## config.mk

```make
export PLATFORM = sky130hd
export DESIGN_NAME = yrgb_convert
export DESIGN_NICKNAME = d
export VERILOG_FILES = /design/src/rtl/yrgb_pkg.sv /design/src/rtl/yrgb_convert.sv
export SDC_FILE = /design/constraint.sdc
export NUM_CORES = 1
export LEC_CHECK = 0
export BUFFER_PORTS_ARGS = -buffer_cell sky130_fd_sc_hd__buf_2
export CORE_ASPECT_RATIO = 2
export CORE_UTILIZATION = 60
export CTS_BUF_LIST = sky130_fd_sc_hd__clkbuf_2
export CTS_CLUSTER_DIAMETER = 150
export DETAILED_ROUTE_END_ITERATION = 10
export PLACE_DENSITY = 0.78
export SLEW_MARGIN = 30
export SYNTH_ARGS = -nofsm -noshare
export SYNTH_HDL_FRONTEND = slang
export SYNTH_SLANG_ARGS = --single-unit
```

## constraint.sdc

```tcl
create_clock -name clk -period 6.94 [get_ports clk]
set_input_delay 0.694 -clock clk [delete_from_list [all_inputs] [get_ports clk]]
set_output_delay 0.694 -clock clk [all_outputs]
set_load 0.02 [all_outputs]
```

## src/rtl/yrgb_pkg.sv

```systemverilog
// Shared types and constants of the 4:2:0 to RGB stream converter.
package yrgb_pkg;

  localparam int unsigned YRGB_MAX_WIDTH = 2048;
  localparam int unsigned YRGB_MAX_ROWS  = 4096;

  // Q16 conversion coefficients
  localparam logic signed [17:0] KRV = 18'sd89831;
  localparam logic signed [17:0] KGV = 18'sd45744;
  localparam logic signed [17:0] KGU = 18'sd22127;
  localparam logic signed [17:0] KBU = 18'sd113538;

  localparam logic [7:0] CHROMA_BIAS = 8'd128;
  localparam logic [7:0] SCALE_NUM   = 8'd220;
  localparam logic [7:0] ALPHA_OPAQUE = 8'hFF;

  typedef enum logic [1:0] {
    CFG_FRAME_WIDTH  = 2'd0,
    CFG_FRAME_HEIGHT = 2'd1,
    CFG_ALPHA_ENABLE = 2'd2
  } cfg_index_t;

  typedef struct packed {
    logic [7:0] luma;
    logic [7:0] chroma_u;
    logic [7:0] chroma_v;
  } in_data_t;

  typedef struct packed {
    logic [31:0] pixel_word;
    logic        line_end;
    logic        frame_end;
  } out_data_t;

  // Position flags that travel down the pipeline with each pixel
  typedef struct packed {
    logic line_end;
    logic frame_end;
  } pix_flags_t;

endpackage

```

## src/rtl/yrgb_convert.sv

```systemverilog
// Color conversion pipeline: products, clamp, scale and pack.
module yrgb_convert (
  input  logic                clk,
  input  logic                rst_n,
  input  logic                adv,
  input  logic                in_vld,
  input  logic [7:0]          luma,
  input  logic [15:0]         entry,
  input  yrgb_pkg::pix_flags_t flags,
  input  logic                alpha_enable,
  output logic                out_vld,
  output yrgb_pkg::out_data_t out_data
);
  import yrgb_pkg::*;

  logic signed [8:0]  du, dv;
  logic signed [26:0] prv_r, pgv_r, pgu_r, pbu_r;
  logic signed [26:0] prv_nxt, pgv_nxt, pgu_nxt, pbu_nxt;
  logic [7:0]         y2_r;
  pix_flags_t         f2_r, f3_r;
  logic               vld2_r, vld3_r, vld_out_r;
  logic signed [26:0] ys, sum_r, sum_g, sum_b;
  logic [7:0]         cr_r, cg_r, cb_r;
  logic [7:0]         cr_nxt, cg_nxt, cb_nxt;
  logic [15:0]        mr, mg, mb;
  out_data_t          out_r, out_nxt;

  function automatic logic [7:0] clamp_ch(input logic signed [26:0] s);
    logic [7:0] c;
    if (s[26]) begin
      c = 8'd0;
    end else if (|s[25:24]) begin
      c = 8'hFF;
    end else begin
      c = s[23:16];
    end
    return c;
  endfunction

  // stage 2: chroma offsets and products
  always_comb begin
    du = $signed({1'b0, entry[7:0]})  - $signed({1'b0, CHROMA_BIAS});
    dv = $signed({1'b0, entry[15:8]}) - $signed({1'b0, CHROMA_BIAS});
    prv_nxt = 27'(KRV) * 27'(dv);
    pgv_nxt = 27'(KGV) * 27'(dv);
    pgu_nxt = 27'(KGU) * 27'(du);
    pbu_nxt = 27'(KBU) * 27'(du);
  end

  // stage 3: sums and clamp
  always_comb begin
    ys     = $signed({3'b000, y2_r, 16'h0000});
    sum_r  = ys + prv_r;
    sum_g  = ys - pgv_r - pgu_r;
    sum_b  = ys + pbu_r;
    cr_nxt = clamp_ch(sum_r);
    cg_nxt = clamp_ch(sum_g);
    cb_nxt = clamp_ch(sum_b);
  end

  // stage 4: 220/256 scale and pack
  always_comb begin
    mr = cr_r * SCALE_NUM;
    mg = cg_r * SCALE_NUM;
    mb = cb_r * SCALE_NUM;
    out_nxt.pixel_word = {(alpha_enable ? ALPHA_OPAQUE : 8'h00), mb[15:8], mg[15:8], mr[15:8]};
    out_nxt.line_end   = f3_r.line_end;
    out_nxt.frame_end  = f3_r.frame_end;
  end

  always_ff @(posedge clk) begin
    if (!rst_n) begin
      vld2_r    <= 1'b0;
      vld3_r    <= 1'b0;
      vld_out_r <= 1'b0;
    end else if (adv) begin
      vld2_r    <= in_vld;
      vld3_r    <= vld2_r;
      vld_out_r <= vld3_r;
    end
  end

  always_ff @(posedge clk) begin
    if (adv) begin
      prv_r <= prv_nxt;
      pgv_r <= pgv_nxt;
      pgu_r <= pgu_nxt;
      pbu_r <= pbu_nxt;
      y2_r  <= luma;
      f2_r  <= flags;
      cr_r  <= cr_nxt;
      cg_r  <= cg_nxt;
      cb_r  <= cb_nxt;
      f3_r  <= f2_r;
      out_r <= out_nxt;
    end
  end

  assign out_vld  = vld_out_r;
  assign out_data = out_r;

endmodule
```

After elaboration in Yosys (flattened, before gate mapping). Cells that the tools add are included.

Add/subtract/negate cells: 6. Multipliers: 7. Divide/modulo/power cells: 0. Order comparisons: 0. Equality and inequality tests: 0. Shifts and indexed selects: 0. Multiplexer cells: 4. Bitwise logic cells: 0. Reductions and logical operators: 3.

Operators with widths (count): adder 25 x 27 -> 27 bit (2); multiplier 8 x 6 -> 14 bit (second input constant) (3); 2-to-1 mux 8 bit (4); multiplier 18 x 9 -> 27 bit (first input constant) (1); subtractor 25 x 27 -> 27 bit (1); subtractor 27 bit (1); multiplier 17 x 9 -> 26 bit (first input constant) (1); multiplier 16 x 9 -> 25 bit (first input constant) (1); multiplier 13 x 9 -> 22 bit (first input constant) (1); subtractor 8 x 8 -> 9 bit (second input constant) (2); OR reduction 2 bit (3).

Register bits: 176. Latch bits: 0. Memory bits (writable): 0. Memory bits (read-only): 0. Output and inout port bits: 35. Logic and storage cells: 38. Memories: 0.

Longest topological paths before layout. Gate-level depths: netlist of the first run.

Depth in word-level cells: 4. Mapped depth: 22. Mapped depth without buffers: 21.

Least setup slack after synthesis of the first run. No wires, ideal clock.

Path type: input to register. Start: in entry[7]. End: reg pgu_r[23] (data pin). Arrival time: 5.061 ns. Required time: 6.681 ns. Setup slack: 1.620 ns. Cell stages on the path: 20. Buffers on the path: 1. Cells stage by stage: buf_2 inv_2 ha_1 inv_1 ha_1 inv_1 fa_1 fa_1 inv_1 ha_1 ha_1 a21o_1 a21o_1 a21oi_1 o21ai_1 a211oi_1 nor3_1 a2111oi_0 o21bai_1 xnor2_1.

Word-level cells in the longest chain between the ends: 2.

Ends and longest elaborated chain: start: declaration (line yrgb_convert.sv:8) `input logic [15:0] entry,`; subtractor 8 x 8 -> 9 bit (line yrgb_convert.sv:42) `du = $signed({1'b0, entry[7:0]}) - $signed({1'b0, CHROMA_BIAS});`; multiplier 16 x 9 -> 25 bit (line yrgb_convert.sv:46) `pgu_nxt = 27'(KGU) * 27'(du);`; net pgu_nxt[23] (line yrgb_convert.sv:18) `logic signed [26:0] prv_nxt, pgv_nxt, pgu_nxt, pbu_nxt;`; end signal: assignment (line yrgb_convert.sv:87) `pgu_r <= pgu_nxt;`; end: declaration (line yrgb_convert.sv:17) `logic signed [26:0] prv_r, pgv_r, pgu_r, pbu_r;`.

The timed path passes the listed nets, and every way through them passes these cells. A chain may end at the register's enable or synchronous reset.

Worst setup path in the final report of the first run. Same ends and word-level chain as after synthesis.

==> results of run 1 <==
sequential cells by signal, indices dropped and copies added, names as in the netlist, 8 cells and up:
signal / cells
cb_r: 8
cg_r: 8
cr_r: 8
out_data: 27
pbu_r: 11
pgu_r: 25
pgv_r: 20
prv_r: 13
y2_r: 8
kinds of logic after synthesis:
family,share of synthesized area
xor+xnor,0.0462
buf+inv,0.0858
flops,0.231
compound gates,0.0936
fa+ha+maj,0.479
simple gates,0.0619
mux,0.00294
layer usage:
| layer | routed length [um] | GRT usage | vias to the layer above |
|---|---|---|---|
| met5 | 0 | 0 | - |
| met4 | 2670 | 0.188 | 0 |
| met3 | 804 | 0.0320 | 128 |
| met2 | 20200 | 0.496 | 241 |
| met1 | 12500 | 0.252 | 5647 |
| li1 | - | - | 5644 |
per-stage QoR:
stage / worst slack, ps / cells / hold slack, ps / util / area [sq um]
after floorplan: 1620 / 1634 / 400 / - / 17400
after global placement: 1080 / 2047 / 400 / 0.639 / 18100
after detailed placement: 953 / 2047 / 409 / 0.639 / 18100
after CTS: 1850 / 2080 / 3.08 / 0.647 / 18400
after global routing: 1510 / 2087 / 0.419 / 0.649 / 18400
final: 1730 / 2087 / 64.4 / 0.649 / 18400
how the worst min path moves through the flow:
stage	to	slack [ps]	depth (start not counted)
2_1_floorplan	f3_r[0]	400	0
3_3_place_gp	out_data[0]	400	0
3_5_place_dp	f3_r[0]	410	0
4_1_cts	y2_r[2]	3	1
5_1_grt	out_data[32]	0.4	1
6_report	out_data[32]	60	1
layout make-up:
class                      count  area share
antenna                        1    0.000136
clock buffer                  17     0.00461
clock inverter                15     0.00699
inverter                     382      0.0778
multi-input combinational   1108       0.646
sequential                   135       0.218
tap                          356      0.0242
timing repair buffer          73      0.0224
synth_stat cells (3+ instances only):
cell | number | area [sq um]
fa_1 | 176 | 3520
inv_1 | 381 | 1430
a211o_1 | 7 | 61.3
or3_1 | 5 | 31.3
nand3_1 | 23 | 115
nor3_1 | 37 | 185
dfxtp_1 | 3 | 60.1
a41o_1 | 4 | 40.0
nand2_1 | 28 | 105
ha_1 | 385 | 4820
mux2i_1 | 4 | 40.0
o21a_1 | 30 | 225
a21boi_0 | 3 | 22.5
o2111ai_1 | 3 | 26.3
and3_1 | 10 | 62.6
nor2b_1 | 17 | 106
o21ai_1 | 14 | 70.1
xor2_1 | 32 | 280
edfxtp_1 | 132 | 3960
or2_2 | 10 | 62.6
nand2b_1 | 14 | 87.6
a21o_1 | 26 | 195
o41ai_2 | 3 | 48.8
o21ai_0 | 15 | 75.1
o211ai_1 | 21 | 158
a21oi_1 | 68 | 340
o21bai_1 | 7 | 52.6
a211oi_1 | 5 | 37.5
and2_1 | 4 | 25.0
xnor2_1 | 60 | 526
buf_4 | 7 | 52.6
nor2_1 | 56 | 210
what timing repair did:
item | in CTS | in global routing
buffers inserted | 0 | 0
hold endpoints to repair | 1 | 6
hold buffers | 1 | 6
==> flow_summary.json, run 1 <==
{
  "clk_latency_ps": 800,
  "cp-start-kind": "input port",
  "worst_path_max_delay_cell": "fa_1",
  "cp.buffers_inverters": 5,
  "cp.arrival_ps": 5780,
  "start_util": 0.613,
  "finalSetupTns_ps": 0,
  "cts_max_level": 4,
  "syn_nets": 2226,
  "crit_family": "adder cells",
  "netlist_instances": 1634,
  "yosys_warnings": 0,
  "rr_startpoint": "cr_r[5]",
  "ff_latch_area_sq_mm": 0.00402,
  "outcome": "finished clean",
  "viasPerCell": 5.59,
  "die_h_um": 243,
  "netlist_area_sq_mm": 0.0174,
  "r2r_setup_slack_ps": 2780,
  "num_vias": 11700,
  "cts_tree": "built",
  "multiInputGateArea_sq_mm": 0.0119,
  "setup_viol": 0,
  "first_global_vias": 12700,
  "nNetsFinal": 2309,
  "io_buffers": 65,
  "dp_hpwl_um": 30900,
  "grt_max_degree": 83,
  "final_cell_mix": "ha_1, inv_1, fa_1",
  "worst-path-stages": 20,
  "worstMarginPinSlew_ps": 743,
  "path_max_fanout": 15,
  "r2r-end": "out_data[9]",
  "synthDistinctLibCells": 66,
  "maxSlewViolCount": 0,
  "max_slew_margin": 0.505,
  "max_freq_mhz": 192,
  "cp-endpoint": "pgu_r[23]",
  "numClockSinks": 135,
  "worst_path_most_repeated_cell": "ha_1",
  "core_area_sq_mm": 0.0284,
  "r2r_cells": 13,
  "synth-seq-area-share": 0.231,
  "max_cap_viol_count": 0,
  "final_common_cell": "ha_1",
  "clk_pin_slew_ps": 210,
  "end_kind": "flip-flop",
  "period_needed_ps": 5210,
  "fin_crit_sh": 0.751,
  "grt.total_usage": 0.263,
  "fp.dieArea_sq_mm": 0.0298,
  "detail-route-antenna-nets": 0,
  "dr.pass1.iters": 9,
  "grt_pass1_wl_um": 59700,
  "hold_viol": 0,
  "rsz0062_at_grt": "no",
  "max_stage_delay_ps": 550,
  "worstHoldStart": "alpha_enable",
  "drive_gt1_frac": 0.0688,
  "cts_buffers": 17,
  "synth_ff_type": "edfxtp_1",
  "cts-root-buf": "clkbuf_2",
  "avgSynthCellArea_sq_um": 10.7,
  "skew_ps": 36.2,
  "syn2layout_area_growth_pct": 5.82,
  "wirelength_um": 36100,
  "crit_type": "input port to flip-flop",
  "die_x_um": 123,
  "fillCellCount": 2253,
  "crit_chain": "buf_2 -> inv_2 -> ha_1 -> inv_1 -> ha_1 -> inv_1 -> fa_1 -> fa_1 -> inv_1 -> ha_1 -> ha_1 -> a21o_1 -> a21o_1 -> a21oi_1 -> o21ai_1 -> a211oi_1 -> nor3_1 -> a2111oi_0 -> o21bai_1 -> xnor2_1",
  "critPathRequiredTime_ps": 7500,
  "place.gp.congestion": 0.943,
  "post-route-drc-count": 0,
  "async_reset_ff_frac": 0,
  "hp-class": "input port to flip-flop",
  "antenna_found_initial": 1,
  "critPathLaunch": "entry[7]",
  "ys_ff_latch": 135,
  "cts-resized-gates": 0,
  "wl_per_cell_um": 17.3,
  "io_pins": 66,
  "drtIter0Drc": 345,
  "rows": 87,
  "overflow": 0,
  "clockBufferDepth": 2,
  "synth_edf_count": 132
}
Power of run 1 is left out: the tool's default activity adds up to more than one toggle a clock period on the data nets, which glitch-free logic cannot reach.
==> run 2: changes to the inputs <==
- ABC_AREA: not set -> 1
- PLACE_DENSITY: 0.78 -> 0.77
- clock period: 6.94 -> 5.35 ns (I/O delays scaled with it)
==> run 2 against run 1 <==
  * Design area rose by 11%
  * Via count increased by 28%
  * Synthesized area up 10%
  * Register-to-register slack got worse by 1300 ps
  * Critical path type unchanged
  * Critical endpoint is now pgv_r[21]
  * Highest routed layer unchanged
==> flow_summary.json, run 2 <==
{
  "clockBufferDepth": 2,
  "syn_nets": 2769,
  "largest_register_ffs": 27,
  "ys_ff_latch": 135,
  "die_h_um": 255,
  "post-route-drc-count": 0,
  "die_x_um": 129,
  "hold_viol": 0,
  "rsz0062_at_grt": "no",
  "synth-seq-area-share": 0.209,
  "cts-resized-gates": 0,
  "cts_tree": "built",
  "r2r_setup_slack_ps": 1450,
  "grt_max_degree": 68,
  "place.gp.congestion": 0.987,
  "end_kind": "flip-flop",
  "worstMarginPinSlew_ps": 868,
  "cp.arrival_ps": 4800,
  "synth.most_common_cell": "inv_1",
  "cts_max_level": 4,
  "numClockSinks": 135,
  "core_area_sq_mm": 0.0315,
  "io_buffers": 65,
  "nNetsFinal": 2866,
  "finalSetupTns_ps": 0,
  "worstHoldStart": "entry[8]",
  "rr_startpoint": "cg_r[5]",
  "clk_pin_slew_ps": 200,
  "yosys.area.top_type_share": 0.250,
  "synth_area_leader_cell": "ha_1",
  "io_pins": 66,
  "grt_pass1_wl_um": 76600,
  "viasPerCell": 5.49,
  "synth_ff_type": "edfxtp_1",
  "crit_type": "input port to flip-flop",
  "synth_commonest_cells": "inv_1, ha_1, nand2_1",
  "antenna_found_initial": 1,
  "dr.pass1.iters": 5,
  "skew_ps": 25.7,
  "async_reset_ff_frac": 0,
  "max_cap_viol_count": 0,
  "avgSynthCellArea_sq_um": 8.83,
  "multiInputGateArea_sq_mm": 0.0133,
  "overflow": 0,
  "holdPathStages": 1,
  "cp-start-kind": "input port",
  "outcome": "finished clean",
  "r2r_cells": 13,
  "syn2layout_area_growth_pct": 6.41,
  "synth.top_cells.by_area": "ha_1, edfxtp_1, fa_1, inv_1, nand2_1",
  "wirelength_um": 47700,
  "netlist_area_sq_mm": 0.0192,
  "rows": 92,
  "drive_gt1_frac": 0.0577,
  "cts-root-buf": "clkbuf_2",
  "min_to": "prv_r[0]",
  "grt.total_usage": 0.309,
  "dp_hpwl_um": 41200,
  "fin_crit_sh": 0.794,
  "setup_viol": 0,
  "synthDistinctLibCells": 44,
  "hp-class": "input port to flip-flop",
  "num_vias": 14900,
  "fillCellCount": 2801,
  "yosys_warnings": 0,
  "critPathRequiredTime_ps": 5900,
  "max_slew_margin": 0.421,
  "max_freq_mhz": 235,
  "detail-route-antenna-nets": 0,
  "hold-worst-slack_ps": 103,
  "wl_per_cell_um": 17.6,
  "ff_latch_area_sq_mm": 0.00402,
  "r2r-end": "out_data[17]",
  "fp.dieArea_sq_mm": 0.0328,
  "synth_edf_count": 132,
  "maxSlewViolCount": 0,
  "netlist_instances": 2177,
  "path_max_fanout": 10,
  "first_global_vias": 16100,
  "cts_buffers": 17,
  "drtIter0Drc": 572,
  "clk_latency_ps": 790,
  "start_util": 0.610,
  "period_needed_ps": 4250,
  "final_cell_mix": "inv_1, ha_1, nand2_1",
  "final_common_cell": "inv_1"
}
run 2: cell count changes after synthesis, moves of 26 or more:
cell | before | now
inv_1 | 381 | 500
a21oi_1 | 68 | 124
nand2_1 | 28 | 328
nor2_1 | 56 | 146
nand3_1 | 23 | 70
o21a_1 | 30 | 2
xnor2_1 | 60 | 34
o21ai_0 | 15 | 59
run 2: final cells by class:
cell class                      instances  area share
Antenna cell                            1    0.000122
Clock buffer                           17     0.00416
Clock inverter                         14     0.00740
Inverter                              502      0.0921
Multi-Input combinational cell       1532       0.648
Sequential cell                       135       0.197
Tap cell                              423      0.0259
Timing Repair Buffer                   86      0.0254
run 2: how the worst max path moves through the flow:
stage                          from        end  slack [ps]  cells past startpoint
after global routing      entry[14]  pgv_r[21]         830                     17
final                     entry[14]  pgv_r[21]        1100                     17
after global placement    entry[14]  pgv_r[25]         450                     18
after CTS                 entry[14]  pgv_r[25]        1230                     18
after floorplan            entry[3]  pgu_r[19]         970                     15
after detailed placement  entry[14]  pgv_r[25]         350                     18
run 2: cells by family after synthesis:
kind of cell | after synthesis | synth area share
xor gates and xnor gates | 93 | 0.0431
and+or+nand+nor | 620 | 0.137
DFF | 135 | 0.209
AOI/OAI and AO/OA | 258 | 0.0763
adders and majority gates | 561 | 0.434
buffers and inverters | 510 | 0.101
run 2: per-stage QoR:
| stage | area [sq um] | std cells | util | setup WS (ps) |
|---|---|---|---|---|
| after detailed placement | 20100 | 2664 | 0.637 | 352 |
| after CTS | 20500 | 2709 | 0.649 | 1230 |
| after global routing | 20500 | 2710 | 0.649 | 834 |
| after floorplan | 19200 | 2177 | - | 966 |
| after global placement | 20100 | 2664 | 0.637 | 446 |
| final | 20500 | 2710 | 0.649 | 1100 |
run 2: worst max-delay path: stages:
cell     delay, ps
buf_2          150
inv_1          300
ha_1           350
inv_1          270
ha_1           210
inv_1           50
fa_1           480
fa_1           520
fa_1           520
inv_1           50
ha_1           340
a21oi_1        140
nand2_1         90
a21oi_1        310
o21ai_1        170
a21oi_1        220
xor2_1          90
run 2: what timing repair did:
action / CTS / global route
hold buffers: 14 / 0
setup buffers: 0 / 0
hold endpoints to repair: 14 / 0
run 2: layer usage:
metal,GRT usage,wire length [um]
met5,0,0
met4,0.248,3840
met3,0.0349,1110
met2,0.610,26900
met1,0.273,15900
Power of run 2 is left out for the same reason.
